**src/hw/rtl/assert_macros.svh**
```systemverilog
// ----------------------------------------------------------------------------
// Assertion macros
// Shared concurrent assertion forms used by the frame encoder.
// ----------------------------------------------------------------------------
`ifndef ASSERT_MACROS_SVH
`define ASSERT_MACROS_SVH

// Same-cycle implication, disabled while reset is asserted.
`define FCE_ASSERT_IMP(lbl, clk, rstn, ante, cons) \
    lbl: assert property (@(posedge clk) disable iff (!(rstn)) (ante) |-> (cons)) \
        else $error("assertion failed");

// Next-cycle implication, disabled while reset is asserted.
`define FCE_ASSERT_NXT(lbl, clk, rstn, ante, cons) \
    lbl: assert property (@(posedge clk) disable iff (!(rstn)) (ante) |=> (cons)) \
        else $error("assertion failed");

`endif

```
**src/hw/rtl/fce_pkg.sv**
```systemverilog
// ----------------------------------------------------------------------------
// fce_pkg
// Types and constants shared by the frame encoder modules.
// ----------------------------------------------------------------------------
package fce_pkg;

    // Start-of-frame byte; also the seed of the running checksum.
    localparam logic [7:0] START_BYTE = 8'hFE;

    // Most bytes one item can produce: five header bytes and a checksum.
    localparam int MAX_BYTES = 6;

    typedef logic [$clog2(MAX_BYTES)-1:0] byte_idx_t;
    typedef logic [$clog2(MAX_BYTES+1)-1:0] byte_cnt_t;

    // Bytes produced by one accepted item, in send order from octet[0].
    typedef struct packed {
        logic [MAX_BYTES-1:0][7:0] octet;
        byte_cnt_t                 count;
        logic                      closes;   // last byte is the checksum
    } byte_list_t;

    // Framer state as seen from outside, for checking.
    typedef struct packed {
        logic frame_open;
        logic remaining_zero;
    } framer_status_t;

endpackage

```
**src/hw/rtl/fce_framer.sv**
```systemverilog
// ----------------------------------------------------------------------------
// fce_framer
// Frame state and the byte list that each accepted item produces.
// ----------------------------------------------------------------------------
module fce_framer import fce_pkg::*; (
    input  logic           aclk,
    input  logic           aresetn,
    input  logic           item_fire,
    input  logic           start_req,
    input  logic [15:0]    msg_function,
    input  logic [15:0]    payload_length,
    input  logic [7:0]     data_byte,
    output byte_list_t     byte_list,
    output framer_status_t status
);

    logic [15:0] remaining_reg, remaining_next;
    logic [7:0]  check_reg, check_next;
    logic        open_reg, open_next;

    logic [7:0]  hdr_check;
    logic [7:0]  data_check;
    logic [15:0] remaining_dec;

    always_comb begin
        hdr_check = START_BYTE ^ msg_function[15:8] ^ msg_function[7:0]
                  ^ payload_length[15:8] ^ payload_length[7:0];
        data_check    = check_reg ^ data_byte;
        remaining_dec = remaining_reg - 16'd1;

        byte_list      = '0;
        remaining_next = remaining_reg;
        check_next     = check_reg;
        open_next      = open_reg;

        if (start_req) begin
            // A start abandons any open frame and writes the header.
            byte_list.octet[0] = START_BYTE;
            byte_list.octet[1] = msg_function[15:8];
            byte_list.octet[2] = msg_function[7:0];
            byte_list.octet[3] = payload_length[15:8];
            byte_list.octet[4] = payload_length[7:0];
            byte_list.octet[5] = hdr_check;
            if (payload_length == 16'd0) begin
                byte_list.count  = byte_cnt_t'(6);
                byte_list.closes = 1'b1;
                remaining_next   = 16'd0;
                check_next       = START_BYTE;
                open_next        = 1'b0;
            end else begin
                byte_list.count = byte_cnt_t'(5);
                remaining_next  = payload_length;
                check_next      = hdr_check;
                open_next       = 1'b1;
            end
        end else if (open_reg) begin
            byte_list.octet[0] = data_byte;
            if (remaining_dec == 16'd0) begin
                // Last payload byte: follow it with the checksum.
                byte_list.octet[1] = data_check;
                byte_list.count    = byte_cnt_t'(2);
                byte_list.closes   = 1'b1;
                remaining_next     = 16'd0;
                check_next         = START_BYTE;
                open_next          = 1'b0;
            end else begin
                byte_list.count = byte_cnt_t'(1);
                remaining_next  = remaining_dec;
                check_next      = data_check;
            end
        end
    end

    always_ff @(posedge aclk) begin
        if (!aresetn) begin
            remaining_reg <= 16'd0;
            check_reg     <= START_BYTE;
            open_reg      <= 1'b0;
        end else if (item_fire) begin
            remaining_reg <= remaining_next;
            check_reg     <= check_next;
            open_reg      <= open_next;
        end
    end

    assign status.frame_open     = open_reg;
    assign status.remaining_zero = (remaining_reg == 16'd0);

endmodule

```
**src/hw/rtl/fce_serializer.sv**
```systemverilog
// ----------------------------------------------------------------------------
// fce_serializer
// Holds one item's byte list and sends it byte by byte through an output
// register.
// ----------------------------------------------------------------------------
module fce_serializer import fce_pkg::*; (
    input  logic       aclk,
    input  logic       aresetn,
    input  logic       load,
    input  byte_list_t byte_list,
    output logic       in_ready,
    output logic       m_tvalid,
    input  logic       m_tready,
    output logic [7:0] m_tdata,
    output logic       m_tlast
);

    logic [MAX_BYTES-1:0][7:0] octet_reg;
    byte_cnt_t                 count_reg, count_next;
    byte_cnt_t                 idx_reg, idx_next;
    logic                      closes_reg;

    logic       m_valid_reg, m_valid_next;
    logic [7:0] m_data_reg;
    logic       m_last_reg;

    logic avail;
    logic pop;
    logic last_pending;

    always_comb begin
        avail        = (idx_reg != count_reg);
        pop          = avail && (!m_valid_reg || m_tready);
        last_pending = (idx_reg + byte_cnt_t'(1)) == count_reg;
        in_ready     = !avail || (pop && last_pending);

        idx_next   = pop ? idx_reg + byte_cnt_t'(1) : idx_reg;
        count_next = count_reg;
        if (load) begin
            idx_next   = '0;
            count_next = byte_list.count;
        end

        if (pop) begin
            m_valid_next = 1'b1;
        end else if (m_tready) begin
            m_valid_next = 1'b0;
        end else begin
            m_valid_next = m_valid_reg;
        end
    end

    always_ff @(posedge aclk) begin
        if (!aresetn) begin
            count_reg   <= '0;
            idx_reg     <= '0;
            m_valid_reg <= 1'b0;
        end else begin
            count_reg   <= count_next;
            idx_reg     <= idx_next;
            m_valid_reg <= m_valid_next;
        end
    end

    always_ff @(posedge aclk) begin
        if (load) begin
            octet_reg  <= byte_list.octet;
            closes_reg <= byte_list.closes;
        end
        if (pop) begin
            m_data_reg <= octet_reg[idx_reg[$bits(byte_idx_t)-1:0]];
            m_last_reg <= closes_reg && last_pending;
        end
    end

    assign m_tvalid = m_valid_reg;
    assign m_tdata  = m_data_reg;
    assign m_tlast  = m_last_reg;

endmodule

```
**src/hw/rtl/xor_checksum_frame_encoder_core.sv**
```systemverilog
// ----------------------------------------------------------------------------
// xor_checksum_frame_encoder_core
// Serial frame builder with an XOR checksum over header and payload bytes.
// ----------------------------------------------------------------------------
// Usage:
// The input stream carries one item per transfer. With s_axis_tuser high the
// item opens a frame: the block sends 0xFE, the function code high byte first
// and the payload length high byte first. With s_axis_tuser low the item is
// one payload byte, sent unchanged. After the last payload byte (or right
// after the header when the length is zero) the checksum follows with
// m_axis_tlast high. The checksum is 0xFE XORed with the four header bytes
// after the start byte and every payload byte.
// A payload item with no frame open is dropped. A start item abandons any
// open frame without a checksum.
// Accepted items pass through the byte buffer into the output register.
// Payload items flow at one per cycle while the receiver keeps up; a start item
// occupies the byte buffer for five or six output transfers, and the next item
// is taken in the cycle the buffer's last byte moves into the output register.
// A stalled receiver holds the output register; the buffer then holds the
// remaining bytes and s_axis_tready stays low until it drains.
// Reset clears the frame state and empties the buffer and output register.
// ----------------------------------------------------------------------------
`include "assert_macros.svh"

module xor_checksum_frame_encoder_core import fce_pkg::*; (
    input  logic        aclk,
    input  logic        aresetn,
    input  logic        s_axis_tvalid,
    output logic        s_axis_tready,
    input  logic [39:0] s_axis_tdata,   // msg_function[15:0], payload_length[31:16],
                                        // data_byte[39:32]
    input  logic        s_axis_tuser,   // start_req
    output logic        m_axis_tvalid,
    input  logic        m_axis_tready,
    output logic [7:0]  m_axis_tdata,   // tx_byte[7:0]
    output logic        m_axis_tlast    // frame_end
);

    logic           s_fire;
    byte_list_t     byte_list;
    framer_status_t status;

    logic           open_consistent;
    logic           start_fire;
    logic           len_nz;

    // An item is taken whenever the byte buffer is empty or about to be.
    assign s_fire = s_axis_tvalid && s_axis_tready;

    fce_framer u_framer (
        .aclk           (aclk),
        .aresetn        (aresetn),
        .item_fire      (s_fire),
        .start_req      (s_axis_tuser),
        .msg_function   (s_axis_tdata[15:0]),
        .payload_length (s_axis_tdata[31:16]),
        .data_byte      (s_axis_tdata[39:32]),
        .byte_list      (byte_list),
        .status         (status)
    );

    fce_serializer u_serializer (
        .aclk      (aclk),
        .aresetn   (aresetn),
        .load      (s_fire),
        .byte_list (byte_list),
        .in_ready  (s_axis_tready),
        .m_tvalid  (m_axis_tvalid),
        .m_tready  (m_axis_tready),
        .m_tdata   (m_axis_tdata),
        .m_tlast   (m_axis_tlast)
    );

    assign open_consistent = (status.frame_open != status.remaining_zero);
    assign start_fire      = s_fire && s_axis_tuser;
    assign len_nz          = (s_axis_tdata[31:16] != 16'd0);

    // A frame is open exactly while payload bytes are still owed.
    `FCE_ASSERT_IMP(a_open_has_remaining, aclk, aresetn, 1'b1, open_consistent)

    // A start item leaves a frame open unless its length was zero.
    `FCE_ASSERT_NXT(a_start_opens, aclk, aresetn, start_fire, status.frame_open == $past(len_nz))

    // Whenever an item closes its frame, the framer is idle afterwards.
    `FCE_ASSERT_NXT(a_close_clears, aclk, aresetn, s_fire && byte_list.closes, !status.frame_open)

endmodule

```
**config.mk**
```make
export PLATFORM = sky130hd
export DESIGN_NAME = xor_checksum_frame_encoder_core
export DESIGN_NICKNAME = d
export VERILOG_FILES = /design/src/hw/rtl/fce_pkg.sv /design/src/hw/rtl/fce_framer.sv /design/src/hw/rtl/fce_serializer.sv /design/src/hw/rtl/xor_checksum_frame_encoder_core.sv
export VERILOG_INCLUDE_DIRS = /design/src /design/src/hw/rtl
export SDC_FILE = /design/constraint.sdc
export NUM_CORES = 1
export LEC_CHECK = 0
export CORE_UTILIZATION = 35
export DETAILED_ROUTE_END_ITERATION = 8
export DONT_BUFFER_PORTS = 1
export GPL_TIMING_DRIVEN = 0
export PLACE_DENSITY = 0.47
export SLEW_MARGIN = 25
export SYNTH_ARGS = -nofsm -noshare
export SYNTH_HDL_FRONTEND = slang
export SYNTH_SLANG_ARGS = --single-unit
```
**constraint.sdc**
```tcl
create_clock -name aclk -period 3.45 [get_ports aclk]
set_input_delay 0.1725 -clock aclk [delete_from_list [all_inputs] [get_ports aclk]]
set_output_delay 0.1725 -clock aclk [all_outputs]
set_load 0.01 [all_outputs]
```
==> key figures <==
Run status
  • Status: finished, final reports clean

Run
  • Max-Cap Viols: 0

Critical path
  • Critical path peak fanout: 53
  • CP peak stage delay: 0.51 ns
  • CP most frequent cell: nand2_1
  • RR Endpoint: u_framer.check_reg[2]
  • CP max-delay cell: inv_4
  • Critical Path RT: 3.65 ns
  • Crit path kind: flip-flop to flip-flop
  • Critical Path, Cell by Cell: buf_4, xor2_1, or3_1, nand2_1, nand2_1, inv_4, o21ai_1, clkbuf_1, nor3_1, a22oi_1
  • Reg-to-reg startpoint: u_serializer.idx_reg[0]
  • CP endpoint kind: flip-flop
  • Setup slack, reg-to-reg: 0.27 ns
  • CP delay by family, top: buffers and inverters
  • CP Launch Type: flip-flop
  • CP Launch Point: u_serializer.idx_reg[0]
  • Reg2Reg Depth: 10
  • CP Data Arrival Time: 3.37 ns
  • Buf+Inv Stages, Crit Path: 3

Clock tree
  • Post-CTS Setup Bufs: 0
  • Clk root buf: clkbuf_16
  • Htree depth: 3
  • Clk_lat worst skew: 0.35 ns
  • CTS Buf Count: 9
  • CTS clk-pin slew, worst paths: 0.07 ns
  • CTS tree: done
  • Resize count post-CTS: 0
  • # hold bufs at CTS: 0
  • Num Clock Sinks: 89
  • Bufs on Longest Clock Path: 2

Timing
  • Tmin final: 3.18 ns
  • Fin. max-slew vios: 0
  • # setup viols final: 0
  • Post-Route Skew: 0.00628 ns
  • Slew HR: 41.9%
  • Post-route setup TNS: 0 ns
  • Max Freq: 0.314 GHz
  • Worst-margin pin slew: 0.872 ns
  • RSZ-0062 raised after global routing: false
  • Final hold vios: 0
  • Final Cycle Share: 92.2%

Global routing
  • Largest net degree at the start of global routing: 54
  • Vias in the first global route: 3,716
  • Gr ovfl total: 0
  • First-pass GRT wire length: 21.9 mm
  • GRT Util Overall: 20.8%
  • Initial antenna violation count: 0

Yosys
  • Post-synth net total: 519
  • Main flop type after synthesis: edfxtp_1
  • Register area share after synthesis: 48.2%
  • Asr flop ratio synth: 0%
  • Syn_area_per_cell: 10.4 um^2
  • Synthesized area: 4900 um^2
  • Seq cells post-synth: 89
  • Syn Inst Count: 471
  • Warnings from Yosys: 0
  • Synth cell types: 60
  • EDFF count, synth: 58

Route
  • Starting DRT DRC Count: 251
  • DRC errors left: 0
  • Total Wirelength: 14.2 mm
  • 1st-pass router iterations: 4
  • Via count: 3,622
  • Via-to-Cell Ratio: 5.46
  • Routed wire per std cell: 21.4 um
  • Antenna-violating nets left: 0

Finish
  • Post-route design area: 5450 um^2
  • Area growth, synth to finish: 11.1%
  • # diodes: 0
  • Final #Nets: 530
  • Layout cells sized above 1: 10.7%
  • Max FFs per register: 48

Power
  • Leak pwr: 1.94 nW
  • Pwr dens: 912 nW/um^2
  • Peak supply drop: 0.361 mV

Floorplanning
  • Row cnt: 42
  • Die X: 120 um
  • Initial core utilization: 36.5%
  • Core box area: 13,500 um^2
  • I/O Pins: 56
  • Die area: 14,500 um^2
  • Die height: 120 um

Min path
  • Hold Path Origin: s_axis_tdata[37]
  • End of the worst hold path: u_serializer.octet_reg[5]
  • Hold Path Class: input pin to flip-flop
  • Hold Path Cell Cnt: 2

Place
  • Dpl cell area: 5130 um^2
  • DP Wirelength: 10.0 mm
  • Final RePlAce weighted congestion: 0.960
  • Buffers on Ports: 0
[layout make-up]
class                   instances  area, um^2
fillers                      1361        8000
well taps                     176         220
multi-input cells             329        2320
flip-flops and latches         89        2360
plain buffers                  30         139
clock inverters                 4        77.6
inverters                      23        88.8
clock buffers                  12         246
[layer usage]
metal / GRT usage, % / wire, um / vias up
li1: - / - / 1736
met1: 26.6 / 6070 / 1794
met2: 35.2 / 7140 / 75
met3: 4.25 / 721 / 17
met4: 6.64 / 263 / 0
met5: 0 / 0 / -
[layout by cell type, fill, tap and decap left out, types with 6 or more instances in the layout]
cell type | netlist | routed
inv_1 | 23 | 22
o31ai_2 | 8 | 8
mux2i_1 | 16 | 16
mux4_2 | 8 | 8
edfxtp_1 | 58 | 58
clkbuf_16 | 0 | 9
and2_1 | 27 | 27
clkbuf_1 | 19 | 21
nor2_1 | 18 | 18
buf_2 | 6 | 6
a22oi_1 | 8 | 8
nand2_1 | 57 | 57
nand3_1 | 17 | 17
nor4_1 | 7 | 7
a21oi_1 | 16 | 16
dfxtp_1 | 31 | 31
xor2_1 | 19 | 19
o22ai_1 | 9 | 9
o221ai_1 | 8 | 8
xnor2_1 | 19 | 19
o21ai_0 | 15 | 15
nor3_1 | 18 | 18
[synthesized netlist by cell type, types with 5 or more instances]
cell	n	area share, %
mux4_2	8	3.7
mux2i_1	16	3.3
a21oi_1	16	1.6
nand3_1	17	1.7
nor3_1	18	1.8
buf_2	6	0.61
nand2_1	57	4.4
o21ai_0	15	1.5
edfxtp_1	58	36
nor2_1	18	1.4
or3_1	5	0.64
clkbuf_1	19	1.5
o221ai_1	8	1.4
a22oi_1	8	1.2
dfxtp_1	31	13
nor4_1	7	0.89
o31ai_2	8	2.0
xor2_1	19	3.4
xnor2_1	19	3.4
inv_1	23	1.8
and2_1	27	3.4
o22ai_1	9	1.1
nor3b_1	5	0.77
[metrics by stage]
step	total power [mW]	cells	hold WS (ns)	worst slack (ns)	util, %
2_1_floorplan	3.42	471	0.360	0.221	-
6_report	4.97	663	0.0125	0.270	40.5
3_5_place_dp	3.92	647	0.367	0.234	38.1
4_1_cts	5.00	663	0.00388	0.207	40.5
5_1_grt	5.30	663	0.0106	0.00510	40.5
3_3_place_gp	3.90	647	0.368	-0.952	38.1
[kinds of logic after synthesis]
logic type	Yosys count	share of synthesized area, %
AOI/OAI and AO/OA	88	13.5
xor gates and xnor gates	39	7.24
adders and majority gates	3	0.765
buffers and inverters	53	4.59
DFF	89	48.2
muxes	26	7.40
and+or+nand+nor	173	18.4
[worst max-delay path by stage]
stage                                  to  cells after the start
floorplan           u_framer.check_reg[1]                     10
global placement    u_framer.check_reg[4]                     10
detailed placement  u_framer.check_reg[1]                     10
CTS                 u_framer.check_reg[2]                     10
global route        u_framer.check_reg[2]                     10
finish              u_framer.check_reg[2]                     10
[where the power goes]
part | total, mW | internal [mW] | switching, mW
registers | 1.91 | 1.67 | 0.247
clock network | 1.08 | 0.658 | 0.417
logic | 1.98 | 0.759 | 1.22
Power figures use the tool's default switching activity.
